File: src/rtl/pwm_tmr_pkg.sv
`default_nettype none
// ----------------------------------------------------------------------------
// PWM timer package
// Request and response types, operation codes and the register map of the
// four-channel PWM timer.
// ----------------------------------------------------------------------------
package pwm_tmr_pkg;

  typedef logic [1:0] op_t;

  localparam op_t OP_TICK  = 2'd0;
  localparam op_t OP_WRITE = 2'd1;
  localparam op_t OP_READ  = 2'd2;

  typedef logic [3:0] reg_addr_t;

  localparam reg_addr_t ADDR_CONTROL = 4'd0;
  localparam reg_addr_t ADDR_IRQ_EN  = 4'd1;
  localparam reg_addr_t ADDR_STATUS  = 4'd2;
  localparam reg_addr_t ADDR_EVENT   = 4'd3;
  localparam reg_addr_t ADDR_OUT_EN  = 4'd4;
  localparam reg_addr_t ADDR_COUNT   = 4'd5;
  localparam reg_addr_t ADDR_PRESC   = 4'd6;
  localparam reg_addr_t ADDR_RELOAD  = 4'd7;
  localparam reg_addr_t ADDR_CMP0    = 4'd8;

  localparam int CTL_ENABLE    = 0;
  localparam int CTL_ONE_PULSE = 1;
  localparam int CTL_BUFFER    = 2;

  localparam int MAX_CHANNELS = 4;

  typedef struct packed {
    op_t        operation;
    reg_addr_t  reg_addr;
    logic [15:0] write_data;
  } req_t;

  typedef struct packed {
    logic [15:0]             read_data;
    logic [MAX_CHANNELS-1:0] pwm_level;
    logic                    irq;
  } rsp_t;

endpackage
`default_nettype wire

File: src/rtl/pwm_timer_one_pulse.sv
`default_nettype none
// ----------------------------------------------------------------------------
// PWM timer with one-pulse mode
// Up-counting timer with prescaler, buffered reload and PWM compare channels,
// driven one request per clock while the response register is free or drained.
// ----------------------------------------------------------------------------
// Each request is a tick, a register write or a register read, and each
// request yields exactly one response in the cycle after it is taken. A new
// request is taken every clock while the response register is free or being
// drained, so the sustained rate is one request per cycle; it is set by the
// single pass of next-state logic (prescaler, counter increment and compares)
// that sits between the request handshake and the response register.
module pwm_timer_one_pulse #(
  parameter int CHANNELS    = 4,
  parameter int COUNT_WIDTH = 16
) (
  input  wire                logic clk,
  input  wire                logic rst,
  input  wire                logic req_valid,
  output                     logic req_ready,
  input  wire pwm_tmr_pkg::req_t req,
  output                     logic rsp_valid,
  input  wire                logic rsp_ready,
  output pwm_tmr_pkg::rsp_t       rsp
);

  import pwm_tmr_pkg::*;

  typedef logic [COUNT_WIDTH-1:0] cnt_t;

  cnt_t              count, count_next;
  logic [15:0]       psc_cnt, psc_cnt_next;
  logic [15:0]       psc_wr, psc_wr_next;
  logic [15:0]       psc_act, psc_act_next;
  cnt_t              arr_wr, arr_wr_next;
  cnt_t              arr_act, arr_act_next;
  cnt_t              ccr_wr [CHANNELS];
  cnt_t              ccr_wr_next [CHANNELS];
  cnt_t              ccr_act [CHANNELS];
  cnt_t              ccr_act_next [CHANNELS];
  logic [2:0]        ctl, ctl_next;
  logic              ie, ie_next;
  logic              uif, uif_next;
  logic [CHANNELS-1:0] oe, oe_next;

  logic              upd;
  logic              req_fire;
  cnt_t              wdata;
  logic [15:0]       rdata;
  logic [MAX_CHANNELS-1:0] lvl;

  assign req_ready = !rsp_valid || rsp_ready;
  assign req_fire  = req_valid && req_ready;
  assign wdata     = COUNT_WIDTH'(req.write_data);

  always_comb begin
    count_next   = count;
    psc_cnt_next = psc_cnt;
    psc_wr_next  = psc_wr;
    psc_act_next = psc_act;
    arr_wr_next  = arr_wr;
    arr_act_next = arr_act;
    ccr_wr_next  = ccr_wr;
    ccr_act_next = ccr_act;
    ctl_next     = ctl;
    ie_next      = ie;
    uif_next     = uif;
    oe_next      = oe;
    upd          = 1'b0;
    rdata        = '0;

    unique case (req.operation)
      OP_TICK: begin
        if (ctl[CTL_ENABLE]) begin
          if (psc_cnt < psc_act) begin
            psc_cnt_next = psc_cnt + 16'd1;
          end else begin
            psc_cnt_next = '0;
            if (count == arr_act) begin
              count_next = '0;
              upd        = 1'b1;
            end else begin
              count_next = count + cnt_t'(1);
            end
          end
        end
      end
      OP_WRITE: begin
        unique case (req.reg_addr)
          ADDR_CONTROL: ctl_next = req.write_data[2:0];
          ADDR_IRQ_EN:  ie_next  = req.write_data[0];
          ADDR_STATUS:  uif_next = uif & req.write_data[0];
          ADDR_EVENT: begin
            if (req.write_data[0]) begin
              count_next   = '0;
              psc_cnt_next = '0;
              upd          = 1'b1;
            end
          end
          ADDR_OUT_EN:  oe_next     = req.write_data[CHANNELS-1:0];
          ADDR_COUNT:   count_next  = wdata;
          ADDR_PRESC:   psc_wr_next = req.write_data;
          ADDR_RELOAD: begin
            arr_wr_next = wdata;
            if (!ctl[CTL_BUFFER]) begin
              arr_act_next = wdata;
            end
          end
          default: begin
            for (int i = 0; i < CHANNELS; i++) begin
              if (req.reg_addr == ADDR_CMP0 + 4'(i)) begin
                ccr_wr_next[i] = wdata;
              end
            end
          end
        endcase
      end
      OP_READ: begin
        unique case (req.reg_addr)
          ADDR_CONTROL: rdata = {13'd0, ctl};
          ADDR_IRQ_EN:  rdata = {15'd0, ie};
          ADDR_STATUS:  rdata = {15'd0, uif};
          ADDR_EVENT:   rdata = '0;
          ADDR_OUT_EN:  rdata = 16'(oe);
          ADDR_COUNT:   rdata = 16'(count);
          ADDR_PRESC:   rdata = psc_wr;
          ADDR_RELOAD:  rdata = 16'(arr_wr);
          default: begin
            for (int i = 0; i < CHANNELS; i++) begin
              if (req.reg_addr == ADDR_CMP0 + 4'(i)) begin
                rdata = 16'(ccr_wr[i]);
              end
            end
          end
        endcase
      end
      default: begin
      end
    endcase

    // An update event loads the shadow copies, raises the update flag and, in one-pulse mode, clears enable.
    if (upd) begin
      psc_act_next = psc_wr;
      arr_act_next = arr_wr;
      ccr_act_next = ccr_wr;
      uif_next     = 1'b1;
      if (ctl[CTL_ONE_PULSE]) begin
        ctl_next[CTL_ENABLE] = 1'b0;
      end
    end

    lvl = '0;
    for (int i = 0; i < CHANNELS; i++) begin
      lvl[i] = oe_next[i] && (count_next < ccr_act_next[i]);
    end
  end

  always_ff @(posedge clk) begin
    if (rst) begin
      count     <= '0;
      psc_cnt   <= '0;
      psc_wr    <= '0;
      psc_act   <= '0;
      arr_wr    <= '1;
      arr_act   <= '1;
      for (int i = 0; i < CHANNELS; i++) begin
        ccr_wr[i]  <= '0;
        ccr_act[i] <= '0;
      end
      ctl       <= '0;
      ie        <= 1'b0;
      uif       <= 1'b0;
      oe        <= '0;
      rsp_valid <= 1'b0;
    end else begin
      if (req_fire) begin
        count     <= count_next;
        psc_cnt   <= psc_cnt_next;
        psc_wr    <= psc_wr_next;
        psc_act   <= psc_act_next;
        arr_wr    <= arr_wr_next;
        arr_act   <= arr_act_next;
        ccr_wr    <= ccr_wr_next;
        ccr_act   <= ccr_act_next;
        ctl       <= ctl_next;
        ie        <= ie_next;
        uif       <= uif_next;
        oe        <= oe_next;
        rsp_valid <= 1'b1;
      end else if (rsp_ready) begin
        rsp_valid <= 1'b0;
      end
    end
  end

  always_ff @(posedge clk) begin
    if (req_fire) begin
      rsp.read_data <= rdata;
      rsp.pwm_level <= lvl;
      rsp.irq       <= uif_next & ie_next;
    end
  end

`ifndef SYNTHESIS
  a_psc_bounded: assert property (@(posedge clk) disable iff (rst)
    psc_cnt <= psc_act)
    else $error("prescale count above active prescale value");

  a_irq_tracks_state: assert property (@(posedge clk) disable iff (rst)
    rsp_valid |-> rsp.irq == (uif & ie))
    else $error("response irq does not match flag and enable");

  a_disabled_tick_holds: assert property (@(posedge clk) disable iff (rst)
    req_fire && req.operation == OP_TICK && !ctl[CTL_ENABLE]
    |=> $stable(count) && $stable(psc_cnt))
    else $error("counter moved while disabled");

  a_one_pulse_stops: assert property (@(posedge clk) disable iff (rst)
    req_fire && upd && ctl[CTL_ONE_PULSE] |=> !ctl[CTL_ENABLE] && uif)
    else $error("one-pulse update did not stop the counter");
`endif

endmodule
`default_nettype wire
File: config.mk
export PLATFORM = sky130hd
export DESIGN_NAME = pwm_timer_one_pulse
export DESIGN_NICKNAME = d
export VERILOG_FILES = /design/src/rtl/pwm_tmr_pkg.sv /design/src/rtl/pwm_timer_one_pulse.sv
export SDC_FILE = /design/constraint.sdc
export NUM_CORES = 1
export LEC_CHECK = 0
export ABC_AREA = 1
export BUFFER_PORTS_ARGS = -buffer_cell sky130_fd_sc_hd__buf_2
export CAP_MARGIN = 20
export CORE_UTILIZATION = 40
export DETAILED_ROUTE_END_ITERATION = 7
export SKIP_CTS_REPAIR_TIMING = 1
export SYNTH_ARGS = -nofsm -noshare
export SYNTH_HDL_FRONTEND = slang
export SYNTH_SLANG_ARGS = --single-unit
File: constraint.sdc
create_clock -name clk -period 4.8 [get_ports clk]
set_input_delay 0.96 -clock clk [delete_from_list [all_inputs] [get_ports clk]]
set_output_delay 0.96 -clock clk [all_outputs]
set_load 0.01 [all_outputs]
==> results.json, run 1 <==
{
  "min_period_ns": 3.80,
  "drt-initial-drc-count": 1137,
  "htreeDepth": 1,
  "nets": 1916,
  "setup_viol": 0,
  "rsz0062_at_grt": "no",
  "insertion_delay_ns": 0.58,
  "criticalPathCategory": "flip-flop to flip-flop",
  "cpPeakStageDelay_ns": 0.47,
  "powerDensity_nw_per_um2": 341,
  "worst-endpoint-arrival_ns": 4.13,
  "grt_first_pass_wirelength_um": 68900,
  "drc": 0,
  "area_delta_synth_final_pct": 13.0,
  "place_area_sq_um": 14000,
  "syn_nets": 1899,
  "synth.avg_cell_area_sq_um": 7.43,
  "ios": 49,
  "synth_top_family_by_area": "compound AO/OA/AOI/OAI gates",
  "netlist_top_cells_count": "nand2_1 (277), o21ai_0 (246), dfxtp_1 (234)",
  "dp_hpwl_um": 32300,
  "synth_seq_cells": 255,
  "final_antenna_net_count": 0,
  "grt_pass1_vias": 11614,
  "path_max_fanout": 38,
  "synth-xor-area-share": 0.00722,
  "tritoncts": "yes",
  "r2r_setup_slack_ns": 1.0,
  "worstPathCellList": "inv_1 > ha_1 > nand2_1 > inv_1 > nand3_1 > nor3_1 > nand2_1 > nand2_2 > nand3_4 > nand2_4 > buf_4 > o21ai_0 > ha_1 > nand2_1 > inv_1 > nand2_1 > a31o_2 > o2111ai_1 > a21oi_1",
  "ys_types": 51,
  "synth_area_leaders": "dfxtp_1 (35%), o21ai_0 (9.2%), nand2_1 (7.8%), ha_1 (7.2%), a21oi_1 (7.1%)",
  "drv_cap": 0,
  "finalWirelength_um": 45300,
  "worst-path-buf-inv": 4,
  "initial_utilization": 0.408,
  "max_freq_mhz": 263,
  "p_leak_nw": 5.97,
  "crit_required_ns": 5.13,
  "skew_ns": 0.0270,
  "dieWidth_um": 185,
  "worstHoldStart": "psc_act[1]",
  "wl_per_cell_um": 19.9,
  "drive_above_1_share": 0.0985,
  "vdd_drop_max_v": 0.000339,
  "status": "complete, no violations",
  "antennaDiodeCount": 0,
  "startpoint": "psc_act[15]",
  "synth_ff_type": "dfxtp_1",
  "hold_viol": 0,
  "synthAdderAreaFrac": 0.0722,
  "die_h_um": 185,
  "worst_path_max_delay_cell": "nand2_4",
  "path_clk_slew_ns": 0.07,
  "nFillCells": 3369,
  "worst-slew-pin-transition_ns": 0.895,
  "dr.pass1.iters": 6,
  "tns_ns": 0,
  "min_path_type": "flip-flop to flip-flop",
  "grt_start_max_net_pins": 75,
  "synthSimpleGateAreaFrac": 0.169,
  "timing.final.crit_share": 0.792,
  "synth-compound-area-share": 0.245,
  "ys_seq_area_frac": 0.398,
  "crit_top_cell": "nand2_1",
  "antenna_found_initial": 0,
  "synth_area_sq_um": 13400,
  "syn_inst": 1796,
  "vias": 12686,
  "std_cell_rows": 66,
  "post-synth-top-count-cell": "nand2_1",
  "synth_async_sr_flop_share": 0,
  "cp-end-kind": "flip-flop",
  "portBuffers": 48,
  "synth_edf_count": 21,
  "overflow": 0,
  "netlist.top_cell.by_area": "dfxtp_1",
  "via_per_inst": 5.57,
  "path_delay_family": "simple AND/OR/NAND/NOR gates",
  "worstSetupStartpointType": "flip-flop",
  "place.gp.congestion": 0.951,
  "ctsRootBufferMaster": "clkbuf_16",
  "synth_mux_area_frac": 0.0210,
  "cts.sinks": 255,
  "slew_violations": 0,
  "die_area_sq_um": 34100,
  "yosys.area.top_type_share": 0.351,
  "fin_area_sq_um": 15100,
  "yosys_warnings": 0,
  "numCtsBuffers": 30,
  "timing.slew.headroom": 0.397,
  "rr_startpoint": "psc_act[15]",
  "grt_usage": 0.266,
  "core-area_sq_um": 32700,
  "clockBufferDepth": 3
}
[placed cells by master, fill, tap and decap left out, drive strengths merged, types with 2 or more instances in the layout]
master    count
xnor2         2
a221oi       20
clkinv       14
a31o          2
nor3b         2
a211oi       43
nand3b        3
a31oi        12
a22oi         3
o21a          3
clkinvlp      7
o221ai        6
nand2       280
o211ai       17
dfxtp       234
nand4         7
o22ai        26
nor4          6
nor2        199
ha           77
nand3        32
buf          86
xor2          9
o2111ai       2
o21ai       252
nor3         18
edfxtp       21
inv         190
clkbuf       34
mux2i        28
a21oi       190
a41oi         3
bufinv        3
[logic make-up after synthesis]
logic type | Yosys count
buf+inv | 293
compound gates | 583
fa+ha+maj | 77
mux | 28
simple gates | 549
flops | 255
xor+xnor | 11
[per-stage QoR]
stage          power, W  hold slack, ns  setup slack [ns]  cells  utilization
6_report        0.00514           0.459             0.998   2279        0.461
5_1_grt         0.00533           0.491             0.584   2279        0.461
4_1_cts         0.00516           0.465              1.01   2279        0.461
3_5_place_dp    0.00281           0.456             0.690   2223        0.429
3_3_place_gp    0.00280           0.448             0.664   2223        0.429
2_1_floorplan   0.00261           0.433              1.37   1796            -
[worst register-to-register path: stages, from the launching register on]
cell       delay (ns)
dfxtp_1          0.31
inv_1            0.05
ha_1             0.29
nand2_1          0.07
inv_1            0.05
nand3_1          0.08
nor3_1           0.14
nand2_1          0.08
nand2_2          0.23
nand3_4          0.27
nand2_4          0.48
buf_4            0.36
o21ai_0          0.16
ha_1             0.34
nand2_1          0.06
inv_1            0.08
nand2_1          0.06
a31o_2           0.26
o2111ai_1        0.13
a21oi_1          0.07
[per-layer routing]
| metal | vias to the layer above | track usage | routed length (um) |
|---|---|---|---|
| met5 | - | 0 | 0 |
| met4 | 0 | 0.104 | 1900 |
| li1 | 6175 | - | - |
| met3 | 108 | 0.0405 | 3560 |
| met2 | 525 | 0.424 | 20300 |
| met1 | 5878 | 0.360 | 19500 |
[registers in the layout (all words and copies together) (netlist names)]
name	cells
arr_act	16
ctl	3
ccr_wr	64
psc_act	16
rsp	21
count	16
rsp_valid	1
ie	1
ccr_act	64
uif	1
psc_cnt	16
oe	4
psc_wr	16
arr_wr	16
[power breakdown]
part / internal (W) / switching [W] / leakage (nW)
Clock: 0.00138 / 0.000982 / 0.496
Sequential: 0.00218 / 0.0000342 / 2.10
Combinational: 0.000178 / 0.000381 / 3.37
[final timing paths]
check | endpoint | cells after the start
worst max-delay path | rsp[2] | 19
worst min-delay path | psc_act[1] | 2
worst max register to register | rsp[2] | 19
worst min register to register | psc_act[1] | 2
[area by class of cell]
| type | count | area (sq um) | share of cell area |
|---|---|---|---|
| Inverter | 192 | 726 | 0.0481 |
| Clock inverter | 22 | 236 | 0.0157 |
| Timing Repair Buffer | 86 | 563 | 0.0373 |
| Clock buffer | 34 | 807 | 0.0535 |
| Tap cell | 442 | 553 | 0.0367 |
| Sequential cell | 255 | 5320 | 0.352 |
| Multi-Input combinational cell | 1248 | 6880 | 0.456 |
Note: power is estimated with default switching activity, not from simulation.
==> run 2: changes to the inputs <==
==> constraint.sdc (replaced) <==
create_clock -name clk -period 3.4 [get_ports clk]
set_input_delay 0.68 -clock clk [delete_from_list [all_inputs] [get_ports clk]]
set_output_delay 0.68 -clock clk [all_outputs]
set_load 0.01 [all_outputs]
==> run 2 against run 1 <==
Sequential cell count stayed put. Design area is 6.8% higher. Hold slack worse by 0.035 ns. Count of clock-buffer cells in the layout is 3 higher. Highest routed layer unchanged. Via count is 2.6% higher. Clock skew is 0.013 ns higher. Cell count is 4.1% higher. Worst setup slack worse by 0.92 ns. Clock power is 37% higher. First-iteration DRC count is 13% lower. Routed wire length is 3.2% higher.
==> results.json, run 2 (synthesis results as in run 1) <==
{
  "status": "complete, no violations",
  "std_cell_rows": 66,
  "path_delay_family": "simple AND/OR/NAND/NOR gates",
  "setup_viol": 0,
  "p_leak_nw": 6.49,
  "drv_cap": 0,
  "dr.pass1.iters": 5,
  "grt_pass1_vias": 12332,
  "worstHoldPathCells": 4,
  "pre_cts_ws_ns": -0.218,
  "critical_path_cell_count": 24,
  "insertion_delay_ns": 0.58,
  "wl_per_cell_um": 19.7,
  "via_per_inst": 5.49,
  "core-area_sq_um": 32700,
  "ctsRootBufferMaster": "clkbuf_16",
  "worst-endpoint-arrival_ns": 3.65,
  "initial_utilization": 0.408,
  "grt_usage": 0.273,
  "reg.largest.list": "ccr_act (64), ccr_wr (64), rsp (21)",
  "drive_above_1_share": 0.176,
  "nFillCells": 3276,
  "die_h_um": 185,
  "vdd_drop_max_v": 0.000404,
  "r2r_setup_slack_ns": 0.08,
  "worstHoldStart": "rsp_ready",
  "grt_start_max_net_pins": 80,
  "multi_input_area_sq_um": 7160,
  "fin_area_sq_um": 16100,
  "clockBufferDepth": 3,
  "ios": 49,
  "layout.cells.non_filler": 2372,
  "regArea_sq_um": 5330,
  "criticalPathCategory": "flip-flop to flip-flop",
  "area_delta_synth_final_pct": 20.7,
  "worstPathCellList": "inv_2 > ha_4 > nand2_2 > inv_2 > nand3_2 > nor3_2 > nand2_2 > nand2_4 > buf_6 > nand4_1 > nor2_2 > nand2_2 > nand2_1 > nand2_1 > o21ai_2 > o21ai_2 > inv_2 > buf_6 > ha_1 > nand2_1 > inv_1 > nand3_2 > o21ai_1 > a21oi_1",
  "die_area_sq_um": 34100,
  "min_path_type": "input port to flip-flop",
  "portBuffers": 48,
  "cp-end-kind": "flip-flop",
  "hold_viol": 0,
  "path_max_fanout": 6,
  "max_freq_mhz": 301,
  "cpPeakStageDelay_ns": 0.33,
  "drt-initial-drc-count": 993,
  "tns_ns": 0,
  "fin_util": 0.493,
  "worst-path-buf-inv": 6,
  "worst_slack_ns": 0.0769,
  "skew_ns": 0.0403,
  "powerDensity_nw_per_um2": 452,
  "antenna_found_initial": 0,
  "numCtsBuffers": 30,
  "rr_startpoint": "psc_act[14]",
  "overflow": 0,
  "cts.sinks": 255,
  "finalWirelength_um": 46700,
  "layout_commonest_cell": "nand2_1",
  "place_area_sq_um": 14700,
  "rsz0062_at_grt": "yes",
  "dp_hpwl_um": 33700,
  "htreeDepth": 1,
  "vias": 13019,
  "antennaDiodeCount": 0,
  "drc": 0,
  "worst_path_max_delay_cell": "dfxtp_2",
  "slew_violations": 0,
  "worst-slew-pin-transition_ns": 0.914,
  "place.gp.congestion": 0.964,
  "path_clk_slew_ns": 0.06,
  "worstSetupStartpointType": "flip-flop",
  "tritoncts": "yes",
  "nets": 2013,
  "min_to": "rsp_valid",
  "dieWidth_um": 185,
  "grt_first_pass_wirelength_um": 71100,
  "crit_required_ns": 3.73,
  "reg2reg_to": "rsp[3]",
  "mostFrequentLayoutCells": "nand2_1 (268), o21ai_0 (236), dfxtp_1 (224), nor2_1 (189), a21oi_1 (180)",
  "dpl.cell_count": 2306,
  "min_period_ns": 3.32,
  "timing.slew.headroom": 0.389,
  "timing.final.crit_share": 0.977,
  "reg2regPathDepth": 24,
  "final_antenna_net_count": 0
}
run 2: cell count changes in the layout (fill, tap and decap cells not counted), sizes merged:
cell | before | now
bufinv | 3 | 2
clkinvlp | 7 | 1
buf | 86 | 183
clkbuf | 34 | 37
run 2: stage by stage:
stage | hold WS (ns) | power (W)
6_report | 0.424 | 0.00729
5_1_grt | 0.438 | 0.00754
3_5_place_dp | 0.454 | 0.00405
4_1_cts | 0.417 | 0.00727
2_1_floorplan | 0.433 | 0.00368
3_3_place_gp | 0.446 | 0.00404
run 2: worst max path at each step:
stage                      startpoint     end  slack [ns]
after detailed placement      req[16]  rsp[3]       -0.22
final                     psc_act[14]  rsp[3]        0.08
after global placement        req[16]  rsp[3]       -0.25
after global routing       psc_act[1]  rsp[4]       -0.23
after floorplan               req[21]  rsp[4]        0.25
after CTS                 psc_act[15]  rsp[3]       -0.16
run 2: worst reg2reg max path: stages (launching register included):
cell and delay, ns:
dfxtp_2 0.33, inv_2 0.05, ha_4 0.25, nand2_2 0.05, inv_2 0.05, nand3_2 0.07, nor3_2 0.18, nand2_2 0.08
nand2_4 0.12, buf_6 0.12, nand4_1 0.11, nor2_2 0.22, nand2_2 0.08, nand2_1 0.07, nand2_1 0.06, o21ai_2 0.21
o21ai_2 0.10, inv_2 0.10, buf_6 0.12, ha_1 0.16, nand2_1 0.08, inv_1 0.07, nand3_2 0.10, o21ai_1 0.26
a21oi_1 0.07
run 2: power breakdown:
group / switching (W) / total, W / leakage [nW] / internal [W]
Clock: 0.00136 / 0.00323 / 0.481 / 0.00188
Combinational: 0.000593 / 0.000929 / 3.90 / 0.000336
Sequential: 0.0000434 / 0.00312 / 2.11 / 0.00308
Total: 0.00199 / 0.00729 / 6.49 / 0.00529
run 2: routing by layer:
layer | global-route usage | share of wire | vias to the layer above
met3 | 0.0512 | 0.071 | 121
met4 | 0.138 | 0.051 | 0
met2 | 0.429 | 0.45 | 493
li1 | - | - | 6352
met1 | 0.359 | 0.43 | 6053
met5 | 0 | 0 | -
run 2: final cells by class:
class                   count  share of cell area
multi-input cells        1248               0.445
flip-flops and latches    255               0.331
repair buffers            183              0.0842
clock buffers              37              0.0514
inverters                 192              0.0450
well taps                 442              0.0343
clock inverters            15             0.00963
